## src/rtl/bdq_pkg.sv

```systemverilog
// Package for the bounded deque core.
// Opcode and status codes, controller state encoding, datapath command word.
// No dependencies.
package bdq_pkg;

  localparam int OPCODE_WIDTH   = 3;
  localparam int STATUS_WIDTH   = 2;
  localparam int POSITION_WIDTH = 8;

  localparam logic [OPCODE_WIDTH-1:0] OP_PUSH_BACK  = 3'd0;
  localparam logic [OPCODE_WIDTH-1:0] OP_PUSH_FRONT = 3'd1;
  localparam logic [OPCODE_WIDTH-1:0] OP_POP_BACK   = 3'd2;
  localparam logic [OPCODE_WIDTH-1:0] OP_POP_FRONT  = 3'd3;
  localparam logic [OPCODE_WIDTH-1:0] OP_READ_FRONT = 3'd4;
  localparam logic [OPCODE_WIDTH-1:0] OP_READ_BACK  = 3'd5;
  localparam logic [OPCODE_WIDTH-1:0] OP_READ_AT    = 3'd6;
  localparam logic [OPCODE_WIDTH-1:0] OP_STATUS     = 3'd7;

  localparam logic [STATUS_WIDTH-1:0] ST_OK    = 2'd0;
  localparam logic [STATUS_WIDTH-1:0] ST_EMPTY = 2'd1;
  localparam logic [STATUS_WIDTH-1:0] ST_FULL  = 2'd2;

  typedef enum logic [2:0] {
    S_IDLE = 3'b001,
    S_EXEC = 3'b010,
    S_LOAD = 3'b100
  } ctrl_state_t;

  typedef struct packed {
    logic capture;
    logic exec;
    logic load;
  } dp_cmd_t;

endpackage

```

## src/rtl/bdq_in_if.sv

```systemverilog
// Input channel of the bounded deque core: valid/ready plus one request word.
// Depends on bdq_pkg.
interface bdq_in_if
  import bdq_pkg::*;
#(
  parameter int VALUE_WIDTH = 32
);
  logic                      valid;
  logic                      ready;
  logic [OPCODE_WIDTH-1:0]   opcode;
  logic [VALUE_WIDTH-1:0]    push_value;
  logic [POSITION_WIDTH-1:0] position;

  modport source (output valid, output opcode, output push_value, output position,
                  input ready);
  modport sink   (input valid, input opcode, input push_value, input position,
                  output ready);
endinterface

```

## src/rtl/bdq_out_if.sv

```systemverilog
// Result channel of the bounded deque core: valid/ready plus one result word.
// Depends on bdq_pkg.
interface bdq_out_if
  import bdq_pkg::*;
#(
  parameter int VALUE_WIDTH = 32,
  parameter int COUNT_WIDTH = 5
);
  logic                    valid;
  logic                    ready;
  logic [VALUE_WIDTH-1:0]  read_value;
  logic [STATUS_WIDTH-1:0] status;
  logic [COUNT_WIDTH-1:0]  entry_count;
  logic                    is_empty;

  modport source (output valid, output read_value, output status, output entry_count,
                  output is_empty, input ready);
  modport sink   (input valid, input read_value, input status, input entry_count,
                  input is_empty, output ready);
endinterface

```

## src/rtl/bounded_deque_with_index_read_core.sv

```systemverilog
// Bounded deque core: push/pop at both ends, read front/back/at position.
// Each word is captured, then executed (store access), then loaded into the result register;
// the load waits while the output stalls, and a new word is taken only back in idle.
// A new word is taken while the previous result still waits on the output.
// Reset (synchronous, rst_n low): queue empty, front pointer 0, no result pending.
// Depends on bdq_pkg, bdq_in_if, bdq_out_if, bdq_ctrl, bdq_dp.
module bounded_deque_with_index_read_core
  import bdq_pkg::*;
#(
  parameter int CAPACITY    = 16,
  parameter int VALUE_WIDTH = 32
)(
  input  logic             clk,
  input  logic             rst_n,
  bdq_in_if.sink           in_ch,
  bdq_out_if.source        out_ch
);

  localparam int COUNT_WIDTH = $clog2(CAPACITY + 1);

  dp_cmd_t cmd;

  bdq_ctrl u_ctrl (
    .clk       (clk),
    .rst_n     (rst_n),
    .in_valid  (in_ch.valid),
    .in_ready  (in_ch.ready),
    .out_valid (out_ch.valid),
    .out_ready (out_ch.ready),
    .cmd       (cmd)
  );

  bdq_dp #(
    .CAPACITY    (CAPACITY),
    .VALUE_WIDTH (VALUE_WIDTH),
    .COUNT_WIDTH (COUNT_WIDTH)
  ) u_dp (
    .clk             (clk),
    .rst_n           (rst_n),
    .cmd             (cmd),
    .in_opcode       (in_ch.opcode),
    .in_push_value   (in_ch.push_value),
    .in_position     (in_ch.position),
    .out_read_value  (out_ch.read_value),
    .out_status      (out_ch.status),
    .out_entry_count (out_ch.entry_count),
    .out_is_empty    (out_ch.is_empty)
  );

endmodule

```

## src/rtl/bdq_ctrl.sv

```systemverilog
// Controller for the bounded deque core: capture / execute / load sequencing
// and ownership of the result valid flag. Depends on bdq_pkg.
module bdq_ctrl
  import bdq_pkg::*;
(
  input  logic    clk,
  input  logic    rst_n,
  input  logic    in_valid,
  output logic    in_ready,
  output logic    out_valid,
  input  logic    out_ready,
  output dp_cmd_t cmd
);

  ctrl_state_t state_r, state_nxt;
  logic        out_valid_r, out_valid_nxt;

  always_comb begin
    in_ready    = (state_r == S_IDLE);
    cmd.capture = in_ready & in_valid;
    cmd.exec    = (state_r == S_EXEC);
    cmd.load    = (state_r == S_LOAD) & (~out_valid_r | out_ready);
  end

  always_comb begin
    state_nxt = state_r;
    case (state_r)
      S_IDLE: if (cmd.capture) state_nxt = S_EXEC;
      S_EXEC: state_nxt = S_LOAD;
      S_LOAD: if (cmd.load) state_nxt = S_IDLE;
      default: state_nxt = S_IDLE;
    endcase
  end

  always_comb begin
    out_valid_nxt = out_valid_r;
    if (out_valid_r && out_ready) out_valid_nxt = 1'b0;
    if (cmd.load) out_valid_nxt = 1'b1;
  end

  always_ff @(posedge clk) begin
    if (!rst_n) begin
      state_r     <= S_IDLE;
      out_valid_r <= 1'b0;
    end else begin
      state_r     <= state_nxt;
      out_valid_r <= out_valid_nxt;
    end
  end

  assign out_valid = out_valid_r;

endmodule

```

## src/rtl/bdq_dp.sv

```systemverilog
// Datapath for the bounded deque core: circular store, front pointer, count,
// slot address wrap and the result register. Depends on bdq_pkg.
module bdq_dp
  import bdq_pkg::*;
#(
  parameter int CAPACITY    = 16,
  parameter int VALUE_WIDTH = 32,
  parameter int COUNT_WIDTH = 5
)(
  input  logic                      clk,
  input  logic                      rst_n,
  input  dp_cmd_t                   cmd,
  input  logic [OPCODE_WIDTH-1:0]   in_opcode,
  input  logic [VALUE_WIDTH-1:0]    in_push_value,
  input  logic [POSITION_WIDTH-1:0] in_position,
  output logic [VALUE_WIDTH-1:0]    out_read_value,
  output logic [STATUS_WIDTH-1:0]   out_status,
  output logic [COUNT_WIDTH-1:0]    out_entry_count,
  output logic                      out_is_empty
);

  localparam int PW = (CAPACITY > 2) ? $clog2(CAPACITY) : 1;
  localparam int SW = ((COUNT_WIDTH > POSITION_WIDTH) ? COUNT_WIDTH : POSITION_WIDTH) + 1;

  logic [OPCODE_WIDTH-1:0]   op_r;
  logic [VALUE_WIDTH-1:0]    val_r;
  logic [POSITION_WIDTH-1:0] pos_r;

  logic [PW-1:0]          front_r, front_nxt;
  logic [COUNT_WIDTH-1:0] count_r, count_nxt;

  logic [VALUE_WIDTH-1:0] mem [CAPACITY];
  logic [VALUE_WIDTH-1:0] mem_rd_r;
  logic                   rsel_r, rsel_nxt;
  logic [STATUS_WIDTH-1:0] st_r, st_nxt;

  logic [VALUE_WIDTH-1:0]  out_value_r;
  logic [STATUS_WIDTH-1:0] out_status_r;
  logic [COUNT_WIDTH-1:0]  out_count_r;
  logic                    out_empty_r;

  logic          full, empty, we, use_front_dec;
  logic [SW-1:0] off, sum, wrapped;
  logic [PW-1:0] front_dec, front_inc, addr;

  always_comb begin
    full      = (count_r == COUNT_WIDTH'(CAPACITY));
    empty     = (count_r == '0);
    front_dec = (front_r == '0) ? PW'(CAPACITY - 1) : front_r - 1'b1;
    front_inc = (front_r == PW'(CAPACITY - 1)) ? '0 : front_r + 1'b1;

    off           = '0;
    we            = 1'b0;
    use_front_dec = 1'b0;
    rsel_nxt      = 1'b0;
    st_nxt        = ST_OK;
    front_nxt     = front_r;
    count_nxt     = count_r;

    case (op_r)
      OP_PUSH_BACK: begin
        off = SW'(count_r);
        if (full) begin
          st_nxt = ST_FULL;
        end else begin
          we        = 1'b1;
          count_nxt = count_r + 1'b1;
        end
      end
      OP_PUSH_FRONT: begin
        use_front_dec = 1'b1;
        if (full) begin
          st_nxt = ST_FULL;
        end else begin
          we        = 1'b1;
          front_nxt = front_dec;
          count_nxt = count_r + 1'b1;
        end
      end
      OP_POP_BACK: begin
        off = SW'(count_r - 1'b1);
        if (empty) begin
          st_nxt = ST_EMPTY;
        end else begin
          rsel_nxt  = 1'b1;
          count_nxt = count_r - 1'b1;
        end
      end
      OP_POP_FRONT: begin
        if (empty) begin
          st_nxt = ST_EMPTY;
        end else begin
          rsel_nxt  = 1'b1;
          front_nxt = front_inc;
          count_nxt = count_r - 1'b1;
        end
      end
      OP_READ_FRONT: begin
        if (empty) st_nxt = ST_EMPTY;
        else rsel_nxt = 1'b1;
      end
      OP_READ_BACK: begin
        off = SW'(count_r - 1'b1);
        if (empty) st_nxt = ST_EMPTY;
        else rsel_nxt = 1'b1;
      end
      OP_READ_AT: begin
        off = SW'(pos_r);
        if (SW'(pos_r) >= SW'(count_r)) st_nxt = ST_EMPTY;
        else rsel_nxt = 1'b1;
      end
      default: begin
        st_nxt = ST_OK;
      end
    endcase

    sum     = SW'(front_r) + off;
    wrapped = (sum >= SW'(CAPACITY)) ? sum - SW'(CAPACITY) : sum;
    addr    = use_front_dec ? front_dec : wrapped[PW-1:0];
  end

  always_ff @(posedge clk) begin
    if (cmd.capture) begin
      op_r  <= in_opcode;
      val_r <= in_push_value;
      pos_r <= in_position;
    end
  end

  always_ff @(posedge clk) begin
    if (cmd.exec) begin
      if (we) mem[addr] <= val_r;
      mem_rd_r <= mem[addr];
      rsel_r   <= rsel_nxt;
      st_r     <= st_nxt;
    end
  end

  always_ff @(posedge clk) begin
    if (!rst_n) begin
      front_r <= '0;
      count_r <= '0;
    end else if (cmd.exec) begin
      front_r <= front_nxt;
      count_r <= count_nxt;
    end
  end

  always_ff @(posedge clk) begin
    if (cmd.load) begin
      out_value_r  <= rsel_r ? mem_rd_r : '0;
      out_status_r <= st_r;
      out_count_r  <= count_r;
      out_empty_r  <= (count_r == '0);
    end
  end

  assign out_read_value  = out_value_r;
  assign out_status      = out_status_r;
  assign out_entry_count = out_count_r;
  assign out_is_empty    = out_empty_r;

endmodule

```

## src/flat_wrapper.sv

```systemverilog
// flat-port wrapper written by rule: the top's interface ports become plain ports
module bounded_deque_with_index_read_core_flat import bdq_pkg::*;
#(
  parameter int CAPACITY    = 16,
  parameter int VALUE_WIDTH = 32
)
  (clk, rst_n, in_ch_valid, in_ch_opcode, in_ch_push_value, in_ch_position, in_ch_ready, out_ch_valid, out_ch_read_value, out_ch_status, out_ch_entry_count, out_ch_is_empty, out_ch_ready);
  bdq_in_if #(.VALUE_WIDTH(VALUE_WIDTH)) in_ch_i ();
  bdq_out_if #(.VALUE_WIDTH(VALUE_WIDTH), .COUNT_WIDTH((5))) out_ch_i ();
  input  logic clk;
  input  logic rst_n;
  input wire logic [$bits(in_ch_i.valid)-1:0] in_ch_valid;
  input wire logic [$bits(in_ch_i.opcode)-1:0] in_ch_opcode;
  input wire logic [$bits(in_ch_i.push_value)-1:0] in_ch_push_value;
  input wire logic [$bits(in_ch_i.position)-1:0] in_ch_position;
  output wire logic [$bits(in_ch_i.ready)-1:0] in_ch_ready;
  output wire logic [$bits(out_ch_i.valid)-1:0] out_ch_valid;
  output wire logic [$bits(out_ch_i.read_value)-1:0] out_ch_read_value;
  output wire logic [$bits(out_ch_i.status)-1:0] out_ch_status;
  output wire logic [$bits(out_ch_i.entry_count)-1:0] out_ch_entry_count;
  output wire logic [$bits(out_ch_i.is_empty)-1:0] out_ch_is_empty;
  input wire logic [$bits(out_ch_i.ready)-1:0] out_ch_ready;
  assign in_ch_i.valid = in_ch_valid;
  assign in_ch_i.opcode = in_ch_opcode;
  assign in_ch_i.push_value = in_ch_push_value;
  assign in_ch_i.position = in_ch_position;
  assign in_ch_ready = in_ch_i.ready;
  assign out_ch_valid = out_ch_i.valid;
  assign out_ch_read_value = out_ch_i.read_value;
  assign out_ch_status = out_ch_i.status;
  assign out_ch_entry_count = out_ch_i.entry_count;
  assign out_ch_is_empty = out_ch_i.is_empty;
  assign out_ch_i.ready = out_ch_ready;
  bounded_deque_with_index_read_core #(.CAPACITY(CAPACITY), .VALUE_WIDTH(VALUE_WIDTH)) u_core (.clk(clk), .rst_n(rst_n), .in_ch(in_ch_i), .out_ch(out_ch_i));
endmodule
```

## config.mk

```make
export PLATFORM = sky130hd
export DESIGN_NAME = bounded_deque_with_index_read_core_flat
export DESIGN_NICKNAME = d
export VERILOG_FILES = /design/src/rtl/bdq_pkg.sv /design/src/rtl/bdq_in_if.sv /design/src/rtl/bdq_out_if.sv /design/src/rtl/bounded_deque_with_index_read_core.sv /design/src/rtl/bdq_ctrl.sv /design/src/rtl/bdq_dp.sv /design/src/flat_wrapper.sv
export SDC_FILE = /design/constraint.sdc
export NUM_CORES = 1
export LEC_CHECK = 0
export ABC_CLOCK_PERIOD_IN_PS = 13130
export BUFFER_PORTS_ARGS = -buffer_cell sky130_fd_sc_hd__buf_2
export CAP_MARGIN = 10
export CORE_MARGIN = 8
export CORE_UTILIZATION = 65
export DETAILED_ROUTE_END_ITERATION = 8
export GPL_TIMING_DRIVEN = 0
export PLACE_DENSITY = 0.8
export SETUP_SLACK_MARGIN = 0.5
export SYNTH_ARGS = -nofsm -noshare
export SYNTH_HDL_FRONTEND = slang
export SYNTH_SLANG_ARGS = --single-unit
```

## constraint.sdc

```tcl
create_clock -name clk -period 13.13 [get_ports clk]
set_input_delay 3.939 -clock clk [delete_from_list [all_inputs] [get_ports clk]]
set_output_delay 3.939 -clock clk [all_outputs]
set_load 0.005 [all_outputs]
```

==> metrics, run 1 <==
slowest CP cell=dfxtp_1; Area growth syn-to-layout=13.7%; Hold Crit Class=reg -> reg; hold_buf cts=0; GPL Wtd Cong=0.793; leakage=10.8 nW; Rel. slew slack=0.446; number of enable flip-flop cells after synthesis=between 600 and 700; DRC=0; RSZ-0062 raised after global routing=false; setup violators final=0; MaxCap Viol Count=0; grt ovf=0; H-tree Lvls=2; top cells by count, synth=edfxtp_1, mux2i_1, buf_2, and2_1, nor2_1; Initial Util=0.655; Tcrit/Tclk final=0.412; total power=about 4.4 mW; area of the multi-input gates=about 6300 um2; final hold violations=0; Vias per Instance=~6.0; Mapped Area=~26000 um2; Post-synth top flop=edfxtp_1; Synth top area share=0.732; height of the die=215 um; first-pass GRT wire length=about 80000 um; Post CTS Setup Buffer Count=0; share of cells above drive strength 1=0.171; ys async rst share=0; Skew-Pair Late Insertion Delay=between 0.6 and 0.7 ns; leading area contributor after synthesis=edfxtp_1; vias in the first global route=between 10000 and 15000; quantity of gates resized following cts=0; die area=~46000 um2; worst-case clock buffer depth=3; clock root buffer=clkbuf_16; Max stage delay on crit path=roughly 0.39 ns; status=complete, no violations; first drt pass iteration count=5; number of synthesized register bits=approximately 640; Worst-Margin Slew=just over 0.8 ns; clk slew on worst S/H paths=~0.06 ns; clock skew=around 0.013 ns; setup TNS=0 ns; critical path launch point type=flop; antenna violations before repair=0; synth warn=0; worst hold path cell count=0; Routed WL per cell=~25 um; worst vdd ir=about 0.10 mV; DRT iter0 DRCs=approximately 1100; core region area=39500 um2; final-layout fill cell count=about 2300; PortBufs=87; final wirelength=between 50000 and 60000 um; Setup CP Type=reg -> out; WP data required=roughly 9 ns; average cell area after synthesis=around 18 um2; Netlist cell types=60; Post-DP HPWL=33800 um; antenna cells=0; CP endpoint kind=output port; Die W=approximately 220 um; Nets=approximately 1600; reg2reg path depth=16; top cells by area, synth=edfxtp_1, mux2i_1, dfxtp_1; Vias=between 10000 and 15000; DRT antenna net count=0; CTS tree=yes; post-synthesis cell count=about 1400; pin count of the biggest net entering global routing=27; top-count cell post-synth=edfxtp_1; Num CTS Buffers=60; # IOs=roughly 90; Crit Path Max Fanout=4; register area=19200 um2; Tmin final=about 5.4 ns; Total GRT Usage=0.226; Seq/Total Area, Yosys=0.742; maximum clock rate=185 MHz; Pwr per Cell Area=149 nW/um2; worst path cell trace=nor3b_1 > buf_2; number of core rows=73; max-slew violation count=0; CTS sink cnt=between 600 and 700; crit path DAT=approximately 1.5 ns; post-synth net total=1463
-- registers in the layout, indices dropped and copies added, names as in the netlist --
signal / count
u_core.u_dp.count_r: 5
u_core.u_dp.out_entry_count: 5
u_core.u_dp.mem: 512
u_core.u_dp.st_r: 2
u_core.u_dp.rsel_r: 1
u_core.u_dp.op_r: 3
u_core.u_ctrl.state_r: 3
u_core.u_dp.out_is_empty: 1
u_core.u_dp.val_r: 32
u_core.u_ctrl.out_valid: 1
u_core.u_dp.out_read_value: 32
u_core.u_dp.mem_rd_r: 32
u_core.u_dp.pos_r: 8
u_core.u_dp.front_r: 4
u_core.u_dp.out_status: 2
-- worst paths after layout --
kind	startpoint	endpoint	slack, ns
setup / recovery	u_core.u_ctrl.state_r[0]	in_ch_ready	7.72
hold / removal	u_core.u_dp.st_r[0]	u_core.u_dp.out_status[0]	0.42
setup reg to reg	u_core.u_dp.op_r[2]	u_core.u_dp.mem[0][13]	8.28
hold reg to reg	u_core.u_dp.st_r[0]	u_core.u_dp.out_status[0]	0.42
-- area by class of cell --
cell class | instances | share of cell area
clock inverter | 30 | 0.00835
sequential | 643 | 0.653
clock buffer | 81 | 0.0549
buffer | 65 | 0.0136
multi-input combinational | 674 | 0.216
tap | 525 | 0.0224
inverter | 15 | 0.00192
timing repair buffer | 109 | 0.0304
-- stage by stage --
stage	cells	utilization	hold slack (ns)	setup WS, ns	area (um2)
2_1_floorplan	1397	-	0.400	6.89	25800
3_3_place_gp	2009	0.682	0.404	3.33	26900
3_5_place_dp	2031	0.697	0.407	7.82	27500
4_1_cts	2142	0.744	0.420	7.69	29400
5_1_grt	2142	0.744	0.435	7.62	29400
6_report	2142	0.744	0.419	7.72	29400
-- power breakdown --
| group | switching, mW | internal, mW |
|---|---|---|
| clock | 0.708 | 0.935 |
| sequential | 0.0300 | 2.28 |
| combinational | 0.235 | 0.174 |
| total | 0.974 | 3.39 |
-- routing by layer --
metal	global-route usage	vias to the layer above	share of wire
met2	0.386	461	0.50
met5	0	-	0
met1	0.295	6519	0.41
met3	0.0385	95	0.062
met4	0.0715	0	0.026
li1	-	5777	-
-- logic make-up (layout without fill, tap and decap cells) --
group / count (synthesis) / count (layout) / share of synthesized area
adder cells (fa/ha/maj): 19 / 19 / 0.00978
XOR/XNOR: 10 / 10 / 0.00339
buffers and inverters: 80 / 300 / 0.0177
AND/OR/NAND/NOR: 116 / 116 / 0.0266
flip-flops: 643 / 643 / 0.742
AO/OA/AOI/OAI: 43 / 43 / 0.0118
multiplexers: 486 / 486 / 0.188
-- critical path, delay by kind of cell (launching register included) --
kind / cells / cell delay (ns)
flops: 1 / 0.39
simple gates: 1 / 0.30
buf+inv: 1 / 0.17
-- cell usage in the layout (no fill, tap or decap), types with 6 or more instances in the layout --
master / Yosys / layout
edfxtp_1: 630 / 630
mux2i_1: 484 / 484
buf_2: 47 / 134
clkbuf_16: 0 / 61
and2_1: 35 / 34
clkbuf_1: 5 / 24
ha_1: 17 / 17
nor2_4: 0 / 16
nand2_1: 15 / 15
inv_1: 15 / 15
clkinv_1: 0 / 15
buf_12: 3 / 14
dfxtp_1: 13 / 13
nor2_1: 26 / 10
a21oi_1: 10 / 10
xnor2_1: 9 / 9
buf_6: 4 / 8
o21ai_0: 7 / 7
clkinv_2: 0 / 7
buf_16: 0 / 7
nor2b_1: 7 / 6
Power figures use the tool's default switching activity.
==> run 2, diff against run 1 <==
--- a/config.mk
+++ b/config.mk
@@ -5,14 +5,14 @@
 export SDC_FILE = /design/constraint.sdc
 export NUM_CORES = 1
 export LEC_CHECK = 0
-export ABC_CLOCK_PERIOD_IN_PS = 13130
+export ABC_CLOCK_PERIOD_IN_PS = 5500
 export BUFFER_PORTS_ARGS = -buffer_cell sky130_fd_sc_hd__buf_2
 export CAP_MARGIN = 10
 export CORE_MARGIN = 8
-export CORE_UTILIZATION = 65
+export CORE_UTILIZATION = 62
 export DETAILED_ROUTE_END_ITERATION = 8
 export GPL_TIMING_DRIVEN = 0
-export PLACE_DENSITY = 0.8
+export PLACE_DENSITY = 0.77
 export SETUP_SLACK_MARGIN = 0.5
 export SYNTH_ARGS = -nofsm -noshare
 export SYNTH_HDL_FRONTEND = slang
==> constraint.sdc (replaced) <==
create_clock -name clk -period 5.5 [get_ports clk]
set_input_delay 1.65 -clock clk [delete_from_list [all_inputs] [get_ports clk]]
set_output_delay 1.65 -clock clk [all_outputs]
set_load 0.005 [all_outputs]
==> metrics, run 2 (synthesis results as in run 1) <==
status=complete, no violations; HP Start=u_core.u_dp.st_r[0]; die area=between 40000 and 50000 um2; Final WS setup=around 0.76 ns; DRT antenna net count=0; hold_buf cts=0; GPL Wtd Cong=between 0.7 and 0.8; final cell count without fillers=approximately 2100; first drt pass iteration count=5; most common cell after layout, fill and taps aside=edfxtp_1; MaxCap Viol Count=0; Nets=1633; Largest register FFs=between 500 and 600; Tcrit/Tclk final=0.861; height of the die=between 200 and 250 um; Crit Path Max Fanout=19; antenna cells=0; CTS tree=yes; core region area=41000 um2; Pwr per Cell Area=351 nW/um2; leakage=~11 nW; clock skew=between 0.015 and 0.02 ns; CP endpoint kind=flop; Vias=approximately 13000; Hold Crit Class=reg -> reg; placed insts=between 2000 and 2500; WP data required=5.81 ns; final hold violations=0; Max stage delay on crit path=0.62 ns; maximum clock rate=between 200 and 250 MHz; first-pass GRT wire length=79600 um; FF-to-FF Start=u_core.u_dp.count_r[0]; final wirelength=about 53000 um; Post CTS Setup Buffer Count=0; Post-DP HPWL=roughly 34000 um; max-slew violation count=0; antenna violations before repair=0; grt ovf=0; DRT iter0 DRCs=roughly 1300; DRC=0; crit path DAT=a little over 5 ns; post-layout util=0.715; Worst-Margin Slew=between 0.7 and 0.8 ns; RSZ-0062 raised after global routing=false; critical path launch point type=flop; Largest Register=u_core.u_dp.mem; Num CTS Buffers=60; share of cells above drive strength 1=0.172; worst path cell trace=inv_1 > ha_1 > o21ai_0 > a22oi_1 > o22ai_1 > fa_1 > inv_1 > mux2i_1 > buf_2 > buf_2 > nor2_1 > nand2_1 > nor2_4 > buf_12; Area growth syn-to-layout=13.5%; commonest cells after routing, fill and taps aside=edfxtp_1, mux2i_1, buf_2; Die W=between 200 and 250 um; CTS sink cnt=643; setup violators final=0; setup TNS=0 ns; final-layout fill cell count=2466; Initial Util=0.630; number of core rows=between 70 and 80; worst vdd ir=roughly 0.29 mV; clock root buffer=clkbuf_16; H-tree Lvls=2; quantity of gates resized following cts=0; Tmin final=~4.7 ns; Area after DPL=between 20000 and 30000 um2; Setup CP Type=reg -> reg; slowest CP cell=nor2_4; clk slew on worst S/H paths=0.06 ns; Routed WL per cell=between 20 and 25 um; Vias per Instance=roughly 6.0; post-route cell area=between 20000 and 30000 um2; Skew-Pair Late Insertion Delay=0.62 ns; PortBufs=87; pin count of the biggest net entering global routing=25; # IOs=89; vias in the first global route=between 10000 and 15000; CP Launch Point=u_core.u_dp.count_r[0]; Place WS=roughly 0.77 ns; worst-case clock buffer depth=3; Rel. slew slack=0.527; Total GRT Usage=0.221
## run 2: changes by cell type in the layout (fill, tap and decap cells not counted), sizes merged
| cell | previous run | this run |
|---|---|---|
| clkbuf | 88 | 84 |
| clkinv | 22 | 26 |
| bufinv | 4 | 1 |
| buf | 167 | 166 |
| clkinvlp | 1 | 2 |
| inv | 18 | 17 |
## run 2: report_power, final
part	internal, mW	switching [mW]	leakage [nW]	total (mW)
clock network	2.08	1.71	0.870	3.79
logic	0.416	0.559	4.11	0.975
registers	5.45	0.0714	5.80	5.52
## run 2: layout make-up
class                      instances  area, um2  share of cell area
sequential                       643      19200               0.654
multi-input combinational        674       6340               0.216
clock buffer                      77       1600              0.0544
timing repair buffer             108        896              0.0306
tap                              532        666              0.0227
buffer                            65        400              0.0137
clock inverter                    31        185             0.00632
inverter                          15       56.3             0.00192
## run 2: layer usage
| layer | GRT usage | wire (um) | vias to the layer above |
|---|---|---|---|
| li1 | - | - | 5787 |
| met4 | 0.0743 | 1370 | 0 |
| met1 | 0.296 | 22300 | 6502 |
| met3 | 0.0307 | 3060 | 103 |
| met5 | 0 | 0 | - |
| met2 | 0.375 | 26300 | 418 |
## run 2: worst max-delay path, delay by kind of cell, from the launching register on
| family | cells | cell delay [ns] |
|---|---|---|
| buf+inv | 5 | 1.14 |
| simple gates | 3 | 1.22 |
| fa+ha+maj | 2 | 0.82 |
| mux | 1 | 0.15 |
| compound gates | 3 | 0.53 |
| flops | 1 | 0.56 |
## run 2: stage by stage
stage	total power, mW	hold WS [ns]
2_1_floorplan	6.29	0.400
3_3_place_gp	6.55	0.402
3_5_place_dp	6.60	0.406
4_1_cts	10.3	0.420
5_1_grt	10.6	0.436
6_report	10.3	0.420
## run 2: worst paths after layout
kind / end / slack (ns) / depth (start not counted)
setup / recovery: u_core.u_dp.mem[4][15] / 0.76 / 14
setup reg to reg: u_core.u_dp.mem[4][15] / 0.76 / 14
hold reg to reg: u_core.u_dp.out_status[0] / 0.42 / 0
hold / removal: u_core.u_dp.out_status[0] / 0.42 / 0
